### config.mk
export PLATFORM = sky130hd
export DESIGN_NAME = multi_slot_interval_timer
export DESIGN_NICKNAME = d
export VERILOG_FILES = /design/src/hdl/msit_pkg.sv /design/src/hdl/multi_slot_interval_timer.sv /design/src/hdl/msit_dp.sv /design/src/hdl/msit_ctrl.sv
export SDC_FILE = /design/constraint.sdc
export NUM_CORES = 1
export LEC_CHECK = 0
export ABC_AREA = 0
export BUFFER_PORTS_ARGS = -buffer_cell sky130_fd_sc_hd__buf_2
export CAP_MARGIN = 20
export CORE_ASPECT_RATIO = 1.75
export CORE_MARGIN = 2
export CORE_UTILIZATION = 56
export CTS_CLUSTER_SIZE = 28
export DETAILED_ROUTE_END_ITERATION = 6
export PLACE_DENSITY_LB_ADDON = 0.05
export SYNTH_ARGS = -nofsm -noshare
export SYNTH_HDL_FRONTEND = slang
export SYNTH_HIERARCHICAL = 1
export SYNTH_SLANG_ARGS = --single-unit
### constraint.sdc
create_clock -name clk -period 4.15 [get_ports clk]
set_input_delay 0.415 -clock clk [delete_from_list [all_inputs] [get_ports clk]]
set_output_delay 0.415 -clock clk [all_outputs]
set_load 0.03 [all_outputs]
### src/hdl/msit_pkg.sv
// ----------------------------------------------------------------------------
// msit_pkg
// Shared codes and controller/datapath interface types for the interval timer.
// ----------------------------------------------------------------------------
`default_nettype none

package msit_pkg;

    // request actions
    typedef enum logic [1:0] {
        ACT_ADD     = 2'd0,
        ACT_CANCEL  = 2'd1,
        ACT_RELEASE = 2'd2,
        ACT_TICK    = 2'd3
    } action_t;

    // result kinds
    typedef enum logic [2:0] {
        KIND_ADD      = 3'd0,
        KIND_CANCEL   = 3'd1,
        KIND_RELEASE  = 3'd2,
        KIND_EXPIRE   = 3'd3,
        KIND_TICK_END = 3'd4
    } kind_t;

    // result status codes
    typedef enum logic [2:0] {
        RES_OK            = 3'd0,
        RES_NO_SPACE      = 3'd1,
        RES_INVALID_ID    = 3'd2,
        RES_ALREADY_ENDED = 3'd3,
        RES_STILL_BUSY    = 3'd4
    } res_t;

    // stored slot state; code 3 never written, reads as not busy
    localparam logic [1:0] ST_BUSY   = 2'd0;
    localparam logic [1:0] ST_DONE   = 2'd1;
    localparam logic [1:0] ST_CANCEL = 2'd2;

    // slot table write flavors
    typedef enum logic [1:0] {
        WR_ADD    = 2'd0,
        WR_CANCEL = 2'd1,
        WR_TICK   = 2'd2
    } wr_mode_t;

    typedef struct packed {
        logic     accept;
        logic     rd;
        logic     idx_inc;
        logic     wr;
        wr_mode_t wr_mode;
        logic     used_clr;
        logic     push;
        kind_t    push_kind;
        res_t     push_status;
        logic     push_last;
        logic     push_slot_zero;
    } dp_cmd_t;

    typedef struct packed {
        action_t act;
        logic    id_valid;
        logic    used;
        logic    idx_last;
        logic    busy;
        logic    repeat_flag;
        logic    expire;
        logic    out_free;
    } dp_sts_t;

endpackage

`default_nettype wire

### src/hdl/multi_slot_interval_timer.sv
// ----------------------------------------------------------------------------
// multi_slot_interval_timer
// Timer slot table with add, cancel, release and tick requests.
// ----------------------------------------------------------------------------
// Sequence: add scans from slot 0 for the lowest free slot, all slots when full;
//   cancel or release read the slot unless the id is out of range or free; tick
//   reads every used slot. Each result shows the cycle after its push, via the output register.
// Throughput: one request at a time; a result waiting in the output register
//   stalls the sequencer. A new request is taken as soon as it is idle.
// Reset: asynchronous, active low; clears used bits and sequencer, no clearing pass.
`default_nettype none

module multi_slot_interval_timer
    import msit_pkg::*;
#(
    parameter int SLOTS       = 16,
    parameter int COUNT_WIDTH = 16
)
(
    input  wire logic        clk,
    input  wire logic        rst_n,
    // request channel
    input  wire logic        s_axis_tvalid,
    output logic             s_axis_tready,
    input  wire logic [23:0] s_axis_tdata,   // [3:0] job_id, [19:4] period,
                                             // [20] repeat_req, [23:21] zero
    input  wire logic [1:0]  s_axis_tuser,   // [1:0] action
    // result channel
    output logic             m_axis_tvalid,
    input  wire logic        m_axis_tready,
    output logic [7:0]       m_axis_tdata,   // [3:0] slot, [6:4] status, [7] zero
    output logic [2:0]       m_axis_tuser,   // [2:0] kind
    output logic             m_axis_tlast    // final result of the request
);

    dp_cmd_t    cmd;
    dp_sts_t    sts;
    logic [3:0] res_slot;
    logic [2:0] res_status;

    // sequencer: decides what each cycle does from datapath status
    msit_ctrl u_ctrl (
        .clk       (clk),
        .rst_n     (rst_n),
        .in_valid  (s_axis_tvalid),
        .in_action (s_axis_tuser),
        .in_ready  (s_axis_tready),
        .sts       (sts),
        .cmd       (cmd)
    );

    // slot table, used bits, scan index and result register
    msit_dp #(
        .SLOTS       (SLOTS),
        .COUNT_WIDTH (COUNT_WIDTH)
    ) u_dp (
        .clk        (clk),
        .rst_n      (rst_n),
        .cmd        (cmd),
        .sts        (sts),
        .in_action  (s_axis_tuser),
        .in_job_id  (s_axis_tdata[3:0]),
        .in_period  (s_axis_tdata[19:4]),
        .in_repeat  (s_axis_tdata[20]),
        .out_valid  (m_axis_tvalid),
        .out_ready  (m_axis_tready),
        .out_kind   (m_axis_tuser),
        .out_slot   (res_slot),
        .out_status (res_status),
        .out_last   (m_axis_tlast)
    );

    assign m_axis_tdata = {1'b0, res_status, res_slot};

    // ------------------------------------------------------------------------
    // checks
    // ------------------------------------------------------------------------

    // one request at a time: ready drops right after a request is taken
    a_one_at_a_time: assert property (@(posedge clk) disable iff (!rst_n)
        (s_axis_tvalid && s_axis_tready) |=> !s_axis_tready)
        else $error("request taken while previous one in progress");

    // expiry results are never last and always report ok
    a_expire_shape: assert property (@(posedge clk) disable iff (!rst_n)
        (m_axis_tvalid && m_axis_tuser == KIND_EXPIRE) |->
            (!m_axis_tlast && m_axis_tdata[6:4] == RES_OK))
        else $error("malformed expiry result");

    // a successful add hands out a slot inside the table
    a_add_slot: assert property (@(posedge clk) disable iff (!rst_n)
        (m_axis_tvalid && m_axis_tuser == KIND_ADD && m_axis_tdata[6:4] == RES_OK) |->
            (int'(m_axis_tdata[3:0]) < SLOTS || SLOTS > 16))
        else $error("add returned slot outside table");

    // answers and tick end close their request
    a_closing: assert property (@(posedge clk) disable iff (!rst_n)
        (m_axis_tvalid && m_axis_tuser != KIND_EXPIRE) |-> m_axis_tlast)
        else $error("closing result without last");

endmodule

`default_nettype wire

### src/hdl/msit_dp.sv
// ----------------------------------------------------------------------------
// msit_dp
// Slot table, scan index, request latch and result register.
// ----------------------------------------------------------------------------
`default_nettype none

module msit_dp
    import msit_pkg::*;
#(
    parameter int SLOTS       = 16,
    parameter int COUNT_WIDTH = 16
)
(
    input  wire logic        clk,
    input  wire logic        rst_n,
    input  wire dp_cmd_t     cmd,
    output dp_sts_t          sts,
    input  wire logic [1:0]  in_action,
    input  wire logic [3:0]  in_job_id,
    input  wire logic [15:0] in_period,
    input  wire logic        in_repeat,
    output logic             out_valid,
    input  wire logic        out_ready,
    output logic [2:0]       out_kind,
    output logic [3:0]       out_slot,
    output logic [2:0]       out_status,
    output logic             out_last
);

    localparam int IDX_W = (SLOTS > 1) ? $clog2(SLOTS) : 1;
    localparam logic [32:0] CNT_MAX = (33'd1 << COUNT_WIDTH) - 33'd1;

    // request latch
    action_t                act_reg;
    logic                   id_valid_reg;
    logic [COUNT_WIDTH-1:0] per_reg;
    logic                   rep_reg;
    logic [IDX_W-1:0]       idx_reg;

    // slot table
    logic [SLOTS-1:0]       used_reg;
    logic [1:0]             mem_status [SLOTS];
    logic                   mem_repeat [SLOTS];
    logic [COUNT_WIDTH-1:0] mem_period [SLOTS];
    logic [COUNT_WIDTH-1:0] mem_remain [SLOTS];

    logic [1:0]             rd_status_reg;
    logic                   rd_repeat_reg;
    logic [COUNT_WIDTH-1:0] rd_period_reg;
    logic [COUNT_WIDTH-1:0] rd_remain_reg;

    logic [1:0]             wr_status;
    logic                   wr_repeat;
    logic [COUNT_WIDTH-1:0] wr_period;
    logic [COUNT_WIDTH-1:0] wr_remain;

    logic [31:0]            per_wide;
    logic [COUNT_WIDTH-1:0] per_sat;
    logic                   rd_expire;

    // result register
    logic       out_valid_reg;
    kind_t      out_kind_reg;
    logic [3:0] out_slot_reg;
    res_t       out_status_reg;
    logic       out_last_reg;

    assign per_wide = 32'(in_period);
    assign per_sat  = (per_wide > CNT_MAX[31:0]) ? CNT_MAX[COUNT_WIDTH-1:0]
                                                 : per_wide[COUNT_WIDTH-1:0];
    assign rd_expire = (rd_remain_reg <= COUNT_WIDTH'(1));

    always_ff @(posedge clk or negedge rst_n)
    begin
        if (!rst_n)
        begin
            act_reg      <= ACT_ADD;
            id_valid_reg <= 1'b0;
            idx_reg      <= '0;
            used_reg     <= '0;
        end
        else
        begin
            if (cmd.accept)
            begin
                act_reg      <= action_t'(in_action);
                id_valid_reg <= (int'(in_job_id) < SLOTS);
                if (action_t'(in_action) == ACT_ADD || action_t'(in_action) == ACT_TICK)
                    idx_reg <= '0;
                else
                    idx_reg <= IDX_W'(in_job_id);
            end
            else if (cmd.idx_inc)
            begin
                idx_reg <= idx_reg + IDX_W'(1);
            end
            if (cmd.wr && cmd.wr_mode == WR_ADD)
                used_reg[idx_reg] <= 1'b1;
            else if (cmd.used_clr)
                used_reg[idx_reg] <= 1'b0;
        end
    end

    always_ff @(posedge clk)
    begin
        if (cmd.accept)
        begin
            per_reg <= per_sat;
            rep_reg <= in_repeat;
        end
    end

    // write data per flavor
    always_comb
    begin
        wr_status = rd_status_reg;
        wr_repeat = rd_repeat_reg;
        wr_period = rd_period_reg;
        wr_remain = rd_remain_reg;
        unique case (cmd.wr_mode)
            WR_ADD:
            begin
                wr_status = ST_BUSY;
                wr_repeat = rep_reg;
                wr_period = per_reg;
                wr_remain = per_reg;
            end
            WR_CANCEL:
            begin
                wr_status = ST_CANCEL;
            end
            WR_TICK:
            begin
                if (!rd_expire)
                    wr_remain = rd_remain_reg - COUNT_WIDTH'(1);
                else if (rd_repeat_reg)
                    wr_remain = rd_period_reg;
                else
                begin
                    wr_remain = '0;
                    wr_status = ST_DONE;
                end
            end
            default:
            begin
                wr_status = rd_status_reg;
            end
        endcase
    end

    always_ff @(posedge clk)
    begin
        if (cmd.wr)
        begin
            mem_status[idx_reg] <= wr_status;
            mem_repeat[idx_reg] <= wr_repeat;
            mem_period[idx_reg] <= wr_period;
            mem_remain[idx_reg] <= wr_remain;
        end
        if (cmd.rd)
        begin
            rd_status_reg <= mem_status[idx_reg];
            rd_repeat_reg <= mem_repeat[idx_reg];
            rd_period_reg <= mem_period[idx_reg];
            rd_remain_reg <= mem_remain[idx_reg];
        end
    end

    // result register: loads on push, drains on ready
    always_ff @(posedge clk or negedge rst_n)
    begin
        if (!rst_n)
            out_valid_reg <= 1'b0;
        else if (cmd.push)
            out_valid_reg <= 1'b1;
        else if (out_ready)
            out_valid_reg <= 1'b0;
    end

    always_ff @(posedge clk)
    begin
        if (cmd.push)
        begin
            out_kind_reg   <= cmd.push_kind;
            out_slot_reg   <= cmd.push_slot_zero ? 4'd0 : 4'(idx_reg);
            out_status_reg <= cmd.push_status;
            out_last_reg   <= cmd.push_last;
        end
    end

    assign out_valid  = out_valid_reg;
    assign out_kind   = out_kind_reg;
    assign out_slot   = out_slot_reg;
    assign out_status = out_status_reg;
    assign out_last   = out_last_reg;

    always_comb
    begin
        sts.act         = act_reg;
        sts.id_valid    = id_valid_reg;
        sts.used        = used_reg[idx_reg];
        sts.idx_last    = (idx_reg == IDX_W'(SLOTS - 1));
        sts.busy        = (rd_status_reg == ST_BUSY);
        sts.repeat_flag = rd_repeat_reg;
        sts.expire      = rd_expire;
        sts.out_free    = !out_valid_reg || out_ready;
    end

endmodule

`default_nettype wire

### src/hdl/msit_ctrl.sv
// ----------------------------------------------------------------------------
// msit_ctrl
// Sequencer for add scan, cancel/release check and tick walk.
// ----------------------------------------------------------------------------
`default_nettype none

module msit_ctrl
    import msit_pkg::*;
(
    input  wire logic       clk,
    input  wire logic       rst_n,
    input  wire logic       in_valid,
    input  wire logic [1:0] in_action,
    output logic            in_ready,
    input  wire dp_sts_t    sts,
    output dp_cmd_t         cmd
);

    typedef enum logic [2:0] {
        S_IDLE,
        S_SCAN,
        S_CHK,
        S_EVAL,
        S_TICK,
        S_TEVAL,
        S_END
    } state_t;

    state_t state_reg;
    state_t state_next;
    kind_t  ans_kind;

    assign in_ready = (state_reg == S_IDLE);
    assign ans_kind = (sts.act == ACT_CANCEL) ? KIND_CANCEL : KIND_RELEASE;

    always_ff @(posedge clk or negedge rst_n)
    begin
        if (!rst_n)
            state_reg <= S_IDLE;
        else
            state_reg <= state_next;
    end

    always_comb
    begin
        cmd        = '0;
        state_next = state_reg;
        unique case (state_reg)
            S_IDLE:
            begin
                if (in_valid)
                begin
                    cmd.accept = 1'b1;
                    case (action_t'(in_action))
                        ACT_ADD:  state_next = S_SCAN;
                        ACT_TICK: state_next = S_TICK;
                        default:  state_next = S_CHK;
                    endcase
                end
            end
            S_SCAN:
            begin
                if (!sts.used)
                begin
                    if (sts.out_free)
                    begin
                        cmd.wr          = 1'b1;
                        cmd.wr_mode     = WR_ADD;
                        cmd.push        = 1'b1;
                        cmd.push_kind   = KIND_ADD;
                        cmd.push_status = RES_OK;
                        cmd.push_last   = 1'b1;
                        state_next      = S_IDLE;
                    end
                end
                else if (sts.idx_last)
                begin
                    if (sts.out_free)
                    begin
                        cmd.push           = 1'b1;
                        cmd.push_kind      = KIND_ADD;
                        cmd.push_status    = RES_NO_SPACE;
                        cmd.push_last      = 1'b1;
                        cmd.push_slot_zero = 1'b1;
                        state_next         = S_IDLE;
                    end
                end
                else
                begin
                    cmd.idx_inc = 1'b1;
                end
            end
            S_CHK:
            begin
                if (!sts.id_valid || !sts.used)
                begin
                    if (sts.out_free)
                    begin
                        cmd.push        = 1'b1;
                        cmd.push_kind   = ans_kind;
                        cmd.push_status = RES_INVALID_ID;
                        cmd.push_last   = 1'b1;
                        state_next      = S_IDLE;
                    end
                end
                else
                begin
                    cmd.rd     = 1'b1;
                    state_next = S_EVAL;
                end
            end
            S_EVAL:
            begin
                if (sts.out_free)
                begin
                    cmd.push      = 1'b1;
                    cmd.push_kind = ans_kind;
                    cmd.push_last = 1'b1;
                    state_next    = S_IDLE;
                    if (sts.act == ACT_CANCEL)
                    begin
                        if (sts.busy)
                        begin
                            cmd.wr          = 1'b1;
                            cmd.wr_mode     = WR_CANCEL;
                            cmd.push_status = RES_OK;
                        end
                        else
                            cmd.push_status = RES_ALREADY_ENDED;
                    end
                    else if (sts.repeat_flag)
                        cmd.push_status = RES_INVALID_ID;
                    else if (sts.busy)
                        cmd.push_status = RES_STILL_BUSY;
                    else
                    begin
                        cmd.used_clr    = 1'b1;
                        cmd.push_status = RES_OK;
                    end
                end
            end
            S_TICK:
            begin
                if (sts.used)
                begin
                    cmd.rd     = 1'b1;
                    state_next = S_TEVAL;
                end
                else if (sts.idx_last)
                    state_next = S_END;
                else
                    cmd.idx_inc = 1'b1;
            end
            S_TEVAL:
            begin
                // slot done when not busy, counting down, or expiry pushed
                if (!sts.busy || !sts.expire || sts.out_free)
                begin
                    if (sts.busy)
                    begin
                        cmd.wr      = 1'b1;
                        cmd.wr_mode = WR_TICK;
                    end
                    if (sts.busy && sts.expire)
                    begin
                        cmd.push        = 1'b1;
                        cmd.push_kind   = KIND_EXPIRE;
                        cmd.push_status = RES_OK;
                    end
                    if (sts.idx_last)
                        state_next = S_END;
                    else
                    begin
                        cmd.idx_inc = 1'b1;
                        state_next  = S_TICK;
                    end
                end
            end
            S_END:
            begin
                if (sts.out_free)
                begin
                    cmd.push           = 1'b1;
                    cmd.push_kind      = KIND_TICK_END;
                    cmd.push_status    = RES_OK;
                    cmd.push_last      = 1'b1;
                    cmd.push_slot_zero = 1'b1;
                    state_next         = S_IDLE;
                end
            end
            default:
            begin
                state_next = S_IDLE;
            end
        endcase
    end

endmodule

`default_nettype wire
==> results of run 1 <==
## where the power goes
part	total (µW)	switching, µW	leakage (µW)	internal [µW]
registers	8750	464	0.00598	8290
logic	5310	2930	0.00245	2380
clock network	5170	2300	0.000872	2870
total	19200	5700	0.00931	13500
## critical path: stages, from the launching register on
cell and delay [ns]:
edfxtp_1 0.43, inv_1 0.08, ha_1 0.24, nor2_1 0.24, nor3_4 0.09, nand2_1 0.08, nor2_1 0.10, nor2b_1 0.18
nor4b_2 0.42, buf_12 0.19, nor2b_1 0.18, nand2b_1 0.23, o211ai_1 0.93
## logic make-up after synthesis
family                   Yosys count  share of synthesized area, %
buffers and inverters             88                          1.52
flip-flops                       650                          74.9
AND/OR/NAND/NOR                  166                          3.41
XOR/XNOR                          14                         0.474
adder cells (fa/ha/maj)            8                         0.387
AO/OA/AOI/OAI                     91                          2.46
multiplexers                     205                          16.8
other                              1                        0.0145
## layout by cell type (no fill, tap or decap), types with 15 or more instances in the layout
cell type | synthesis | layout
edfxtp_1 | 623 | 623
mux4_2 | 180 | 180
clkbuf_16 | 0 | 58
buf_2 | 20 | 39
buf_4 | 8 | 39
nand2_1 | 33 | 33
nor2_1 | 40 | 23
dfrtp_1 | 27 | 23
mux2_2 | 19 | 19
dlygate4sd3_1 | 0 | 18
clkinv_1 | 0 | 17
nand3_1 | 17 | 17
nor2_4 | 0 | 16
buf_12 | 0 | 16
a22o_1 | 15 | 15
## per-layer routing
metal | part of all wire, % | up-vias | wire [µm]
met3 | 5.2 | 105 | 3110
met2 | 54 | 428 | 32300
met4 | 2.8 | 0 | 1650
met5 | 0 | - | 0
li1 | - | 5295 | -
met1 | 38 | 6682 | 22800
## cell type report
type	count	area (µm²)	share of cell area, %
Antenna cell	1	2.50	0.00857
Clock buffer	68	1490	5.10
Clock inverter	37	322	1.10
Inverter	10	37.5	0.129
Multi-Input combinational cell	485	6240	21.4
Sequential cell	650	19400	66.4
Tap cell	583	729	2.50
Timing Repair Buffer	112	988	3.38
## final timing paths
kind / from / to / slack [ns] / cells past startpoint
worst max-delay path: u_dp/rd_remain_reg[0] / u_dp/mem_remain[11][5] / 0.40 / 12
worst min-delay path: s_axis_tuser[0] / u_dp/act_reg[0] / 0.12 / 2
worst max register to register: u_dp/rd_remain_reg[0] / u_dp/mem_remain[11][5] / 0.40 / 12
worst min register to register: u_dp/used_reg[5] / u_dp/used_reg[5] / 0.50 / 1
max in group asynchronous: rst_n / u_dp/idx_reg[0] / 3.16 / 2
min in group asynchronous: rst_n / u_dp/idx_reg[2] / 0.49 / 2
## through the flow
stage	TNS, ns	worst slack, ns	std cells	power, µW	cell area, µm²
CTS	0	0.364	1944	19400	29200
finish	0	0.399	1946	19200	29200
detailed placement	0	0.404	1821	14300	27200
floorplan	-199.30	-0.418	1223	12600	25900
global placement	0	0.419	1821	14200	27200
global route	0	0.141	1946	20000	29200
==> results.json, run 1 <==
{
  "via_count": 12500,
  "powerDensity_nw_per_um2": 659,
  "syn-cell-area_um2": 25900,
  "final_util_pct": 63.8,
  "die_y_um": 288,
  "firstDrtPassIters": 5,
  "cts_setup_buffers": 0,
  "synth_fp_nets": 1261,
  "clock_skew_ns": 0.0213,
  "fp.dieArea_um2": 48000,
  "grt_busiest_layer": "met2",
  "initial_core_util_pct": 56.5,
  "grt_max_degree": 128,
  "via_per_inst": 6.43,
  "rsz0062_at_grt": "no",
  "min_path_type": "in2reg",
  "rows": 104,
  "drc": 0,
  "grt_usage_pct": 25.4,
  "final_antenna_net_count": 0,
  "cts_resized": 0,
  "grt_first_pass_wirelength_um": 87100,
  "yosys_register_bits": 650,
  "yosysMostFrequentCell": "edfxtp_1",
  "required_ns": 4.39,
  "final_layout_size_suffix_gt1_share_pct": 30.6,
  "wirelength_um": 59900,
  "cts_sinks": 650,
  "holdWs_ns": 0.122,
  "yosys.area.top_type": "edfxtp_1",
  "cts_root_buffer": "clkbuf_16",
  "min_period_ns": 3.75,
  "ioPinCount": 44,
  "drv_cap": 0,
  "p_leak_uw": 0.00931,
  "synth_common_cells": "edfxtp_1, mux4_2, clkbuf_1",
  "synthCells": 1223,
  "syn_to_final_growth_pct": 12.9,
  "gr-total-overflow": 0,
  "drtIter0Drc": 1278,
  "ys_seq_area_share_pct": 74.9,
  "post_drt_wl_per_cell_um": 30.8,
  "die-width_um": 167,
  "synth.distinct_cells": 63,
  "insertion_delay_ns": 0.60,
  "grt_use_met2_pct": 46.3,
  "synth_edf_count": 623,
  "path_clk_slew_ns": 0.07,
  "synthFlopType": "edfxtp_1",
  "fill_cells": 3147,
  "async_reset_ff_share_pct": 4.15,
  "port_buffers": 39,
  "antenna_found_initial": 1,
  "cts_tree": "built",
  "cp.arrival_ns": 3.99,
  "cts_hold_buf": 18,
  "outcome": "finished, final reports clean",
  "critPathLaunchType": "flop",
  "yosysTopAreaCellShare_pct": 72.3,
  "avgSynthCellArea_um2": 21.2,
  "first_global_vias": 13100,
  "use_met1_pct": 32.2,
  "largestRegisters": "u_dp/mem_period: 256 flops, u_dp/mem_remain: 256 flops, u_dp/mem_status: 32 flops",
  "h-tree-depth": 2,
  "slew_headroom_pct": 27.6,
  "finalHoldViolations": 0,
  "place.gp.congestion": 0.782,
  "hpwl_um": 34500,
  "post-route-period-util_pct": 90.4,
  "max_clock_freq_mhz": 267,
  "worstSetupEndpointType": "flop",
  "drv_slew": 0,
  "numCtsBuffers": 56,
  "grt_use_met3_pct": 3.28,
  "synth_area_leaders": "edfxtp_1, mux4_2, dfrtp_1",
  "ys_warn_count": 6,
  "tightest_slew_ns": 1.08,
  "vdd_ir_drop_max_uv": 692,
  "cts_buffer_depth": 3,
  "nets": 1353,
  "crit_type": "reg2reg",
  "setup_viol": 0,
  "coreArea_um2": 45800,
  "worstPathMaxFanout": 16
}
(Power assumes the default switching activity.)
==> inputs of run 2 (changes only) <==
--- a/config.mk
+++ b/config.mk
@@ -8,12 +8,16 @@
 export ABC_AREA = 0
 export BUFFER_PORTS_ARGS = -buffer_cell sky130_fd_sc_hd__buf_2
 export CAP_MARGIN = 20
+export CELL_PAD_IN_SITES_DETAIL_PLACEMENT = 0
+export CELL_PAD_IN_SITES_GLOBAL_PLACEMENT = 1
 export CORE_ASPECT_RATIO = 1.75
 export CORE_MARGIN = 2
-export CORE_UTILIZATION = 56
+export CORE_UTILIZATION = 52
+export CTS_BUF_LIST = sky130_fd_sc_hd__clkbuf_4 sky130_fd_sc_hd__clkbuf_8
 export CTS_CLUSTER_SIZE = 28
 export DETAILED_ROUTE_END_ITERATION = 6
 export PLACE_DENSITY_LB_ADDON = 0.05
+export SLEW_MARGIN = 20
 export SYNTH_ARGS = -nofsm -noshare
 export SYNTH_HDL_FRONTEND = slang
 export SYNTH_HIERARCHICAL = 1
==> run 2 against run 1 <==
Compared with the run above: clock power decreased by 2%; global-route usage decreased by 1.4 points; non-clock buffer count increased by 8; combinational power increased by 2%; utilization decreased by 4.0 points; power decreased by 0.21%; critical path type unchanged; largest cell class unchanged; largest power group unchanged.
==> results.json, run 2 (synthesis gave the netlist of run 1 again) <==
{
  "die-width_um": 173,
  "numCtsBuffers": 91,
  "cts_sinks": 650,
  "via_count": 12700,
  "post-route-period-util_pct": 87.4,
  "final_util_pct": 59.8,
  "port_buffers": 39,
  "fill_cells": 3586,
  "p_leak_uw": 0.00945,
  "syn_to_final_growth_pct": 14.0,
  "clkPwrFrac_pct": 26.4,
  "min_path_type": "in2reg",
  "holdWs_ns": 0.0444,
  "rsz0062_at_grt": "no",
  "nets": 1396,
  "setup_viol": 0,
  "p_sw_uw": 5820,
  "cts_root_buffer": "clkbuf_8",
  "antenna_found_initial": 1,
  "hpwl_um": 32000,
  "largestRegisters": "u_dp/mem_period: 256 flops, u_dp/mem_remain: 256 flops, u_dp/mem_status: 32 flops",
  "finalHoldViolations": 0,
  "fin_tns_setup_ns": 0,
  "dpl_worst_slack_ns": 0.205,
  "worstSetupEndpointType": "flop",
  "final_common_cell": "edfxtp_1",
  "cts_tree": "built",
  "critPathLaunchType": "flop",
  "tightest_slew_ns": 0.939,
  "pwr-share-seq_pct": 45.2,
  "final_antenna_net_count": 0,
  "cts_setup_buffers": 0,
  "ioPinCount": 44,
  "cts_buffer_depth": 3,
  "initial_core_util_pct": 52.5,
  "final_cell_mix": "edfxtp_1, mux4_2, clkbuf_8",
  "cp.arrival_ns": 3.97,
  "gr-total-overflow": 0,
  "post_drt_wl_per_cell_um": 28.8,
  "drtIter0Drc": 1247,
  "powerDensity_nw_per_um2": 651,
  "power_frac_comb_pct": 28.3,
  "outcome": "finished, final reports clean",
  "clock_skew_ns": 0.0429,
  "intPower_uw": 13400,
  "h-tree-depth": 3,
  "slew_headroom_pct": 37.4,
  "place.gp.congestion": 0.792,
  "path_clk_slew_ns": 0.08,
  "vdd_ir_drop_max_uv": 369,
  "worstPathMaxFanout": 16,
  "max_clock_freq_mhz": 276,
  "wirelength_um": 60200,
  "min_period_ns": 3.63,
  "setup_ws_ns": 0.523,
  "grt_max_degree": 109,
  "placed_area_um2": 27400,
  "die_y_um": 299,
  "grt_usage_pct": 24.0,
  "insertion_delay_ns": 0.67,
  "drc": 0,
  "swShare_pct": 30.3,
  "final_layout_size_suffix_gt1_share_pct": 34.1,
  "required_ns": 4.49,
  "firstDrtPassIters": 5,
  "crit_type": "reg2reg",
  "postLayoutCellArea_um2": 29500,
  "drv_slew": 0,
  "via_per_inst": 6.05,
  "grt_first_pass_wirelength_um": 89300,
  "fp.dieArea_um2": 51600,
  "coreArea_um2": 49300,
  "rows": 108,
  "first_global_vias": 13500,
  "drv_cap": 0
}
run 2: worst max-delay path, stage by stage, from the launching register on:
cell,delay [ns]
edfxtp_1,0.43
inv_1,0.10
ha_1,0.25
nor2_1,0.25
nor3_4,0.06
nand2_1,0.09
nor2_1,0.09
nor2b_1,0.20
nor4b_4,0.64
a21o_1,0.27
nand2_1,0.28
nor2_4,0.40
buf_12,0.24
run 2: worst paths after layout:
check                                 startpoint                    end  slack (ns)  cells after the start
min reg2reg                    u_dp/id_valid_reg      u_dp/id_valid_reg        0.50                      1
max                        u_dp/rd_remain_reg[0]  u_dp/mem_period[0][9]        0.52                     12
max reg2reg                u_dp/rd_remain_reg[0]  u_dp/mem_period[0][9]        0.52                     12
min in group asynchronous                  rst_n    u_ctrl/state_reg[0]        0.33                      2
max in group asynchronous                  rst_n        u_dp/idx_reg[0]        3.31                      2
min                              s_axis_tdata[1]        u_dp/idx_reg[1]        0.04                      3
run 2: power by group through the flow:
stage,clock network [µW],registers (µW),logic [µW]
after floorplan,0,8720,3840
after global placement,0,8810,5430
after detailed placement,0,8820,5470
after CTS,5220,8690,5500
after global routing,5500,8730,5850
final,5070,8680,5440
run 2: timing repair:
action / in CTS / in global routing
resized for setup: 0 / 0
hold buffers: 19 / 0
hold endpoints to repair: 45 / 0
run 2: layout make-up:
cell class / count / area [µm²] / share of cell area, %
flip-flops and latches: 650 / 19400 / 65.8
multi-input cells: 485 / 6250 / 21.2
clock buffers: 114 / 1430 / 4.85
repair buffers: 120 / 1120 / 3.81
well taps: 660 / 826 / 2.80
clock inverters: 51 / 420 / 1.43
inverters: 10 / 37.5 / 0.127
diodes: 1 / 2.50 / 0.00848
run 2: routing by layer:
layer | GRT usage [%] | up-vias | wire, µm
met2 | 42.9 | 375 | 32300
met5 | 0 | - | 0
met3 | 3.48 | 86 | 3110
met1 | 30.5 | 6809 | 23400
met4 | 7.59 | 0 | 1340
li1 | - | 5384 | -
run 2: per-stage QoR:
step / total power, µW / std cells
after floorplan: 12600 / 1223
after global placement: 14200 / 1904
after detailed placement: 14300 / 1904
after CTS: 19400 / 2088
after global routing: 20100 / 2091
final: 19200 / 2091
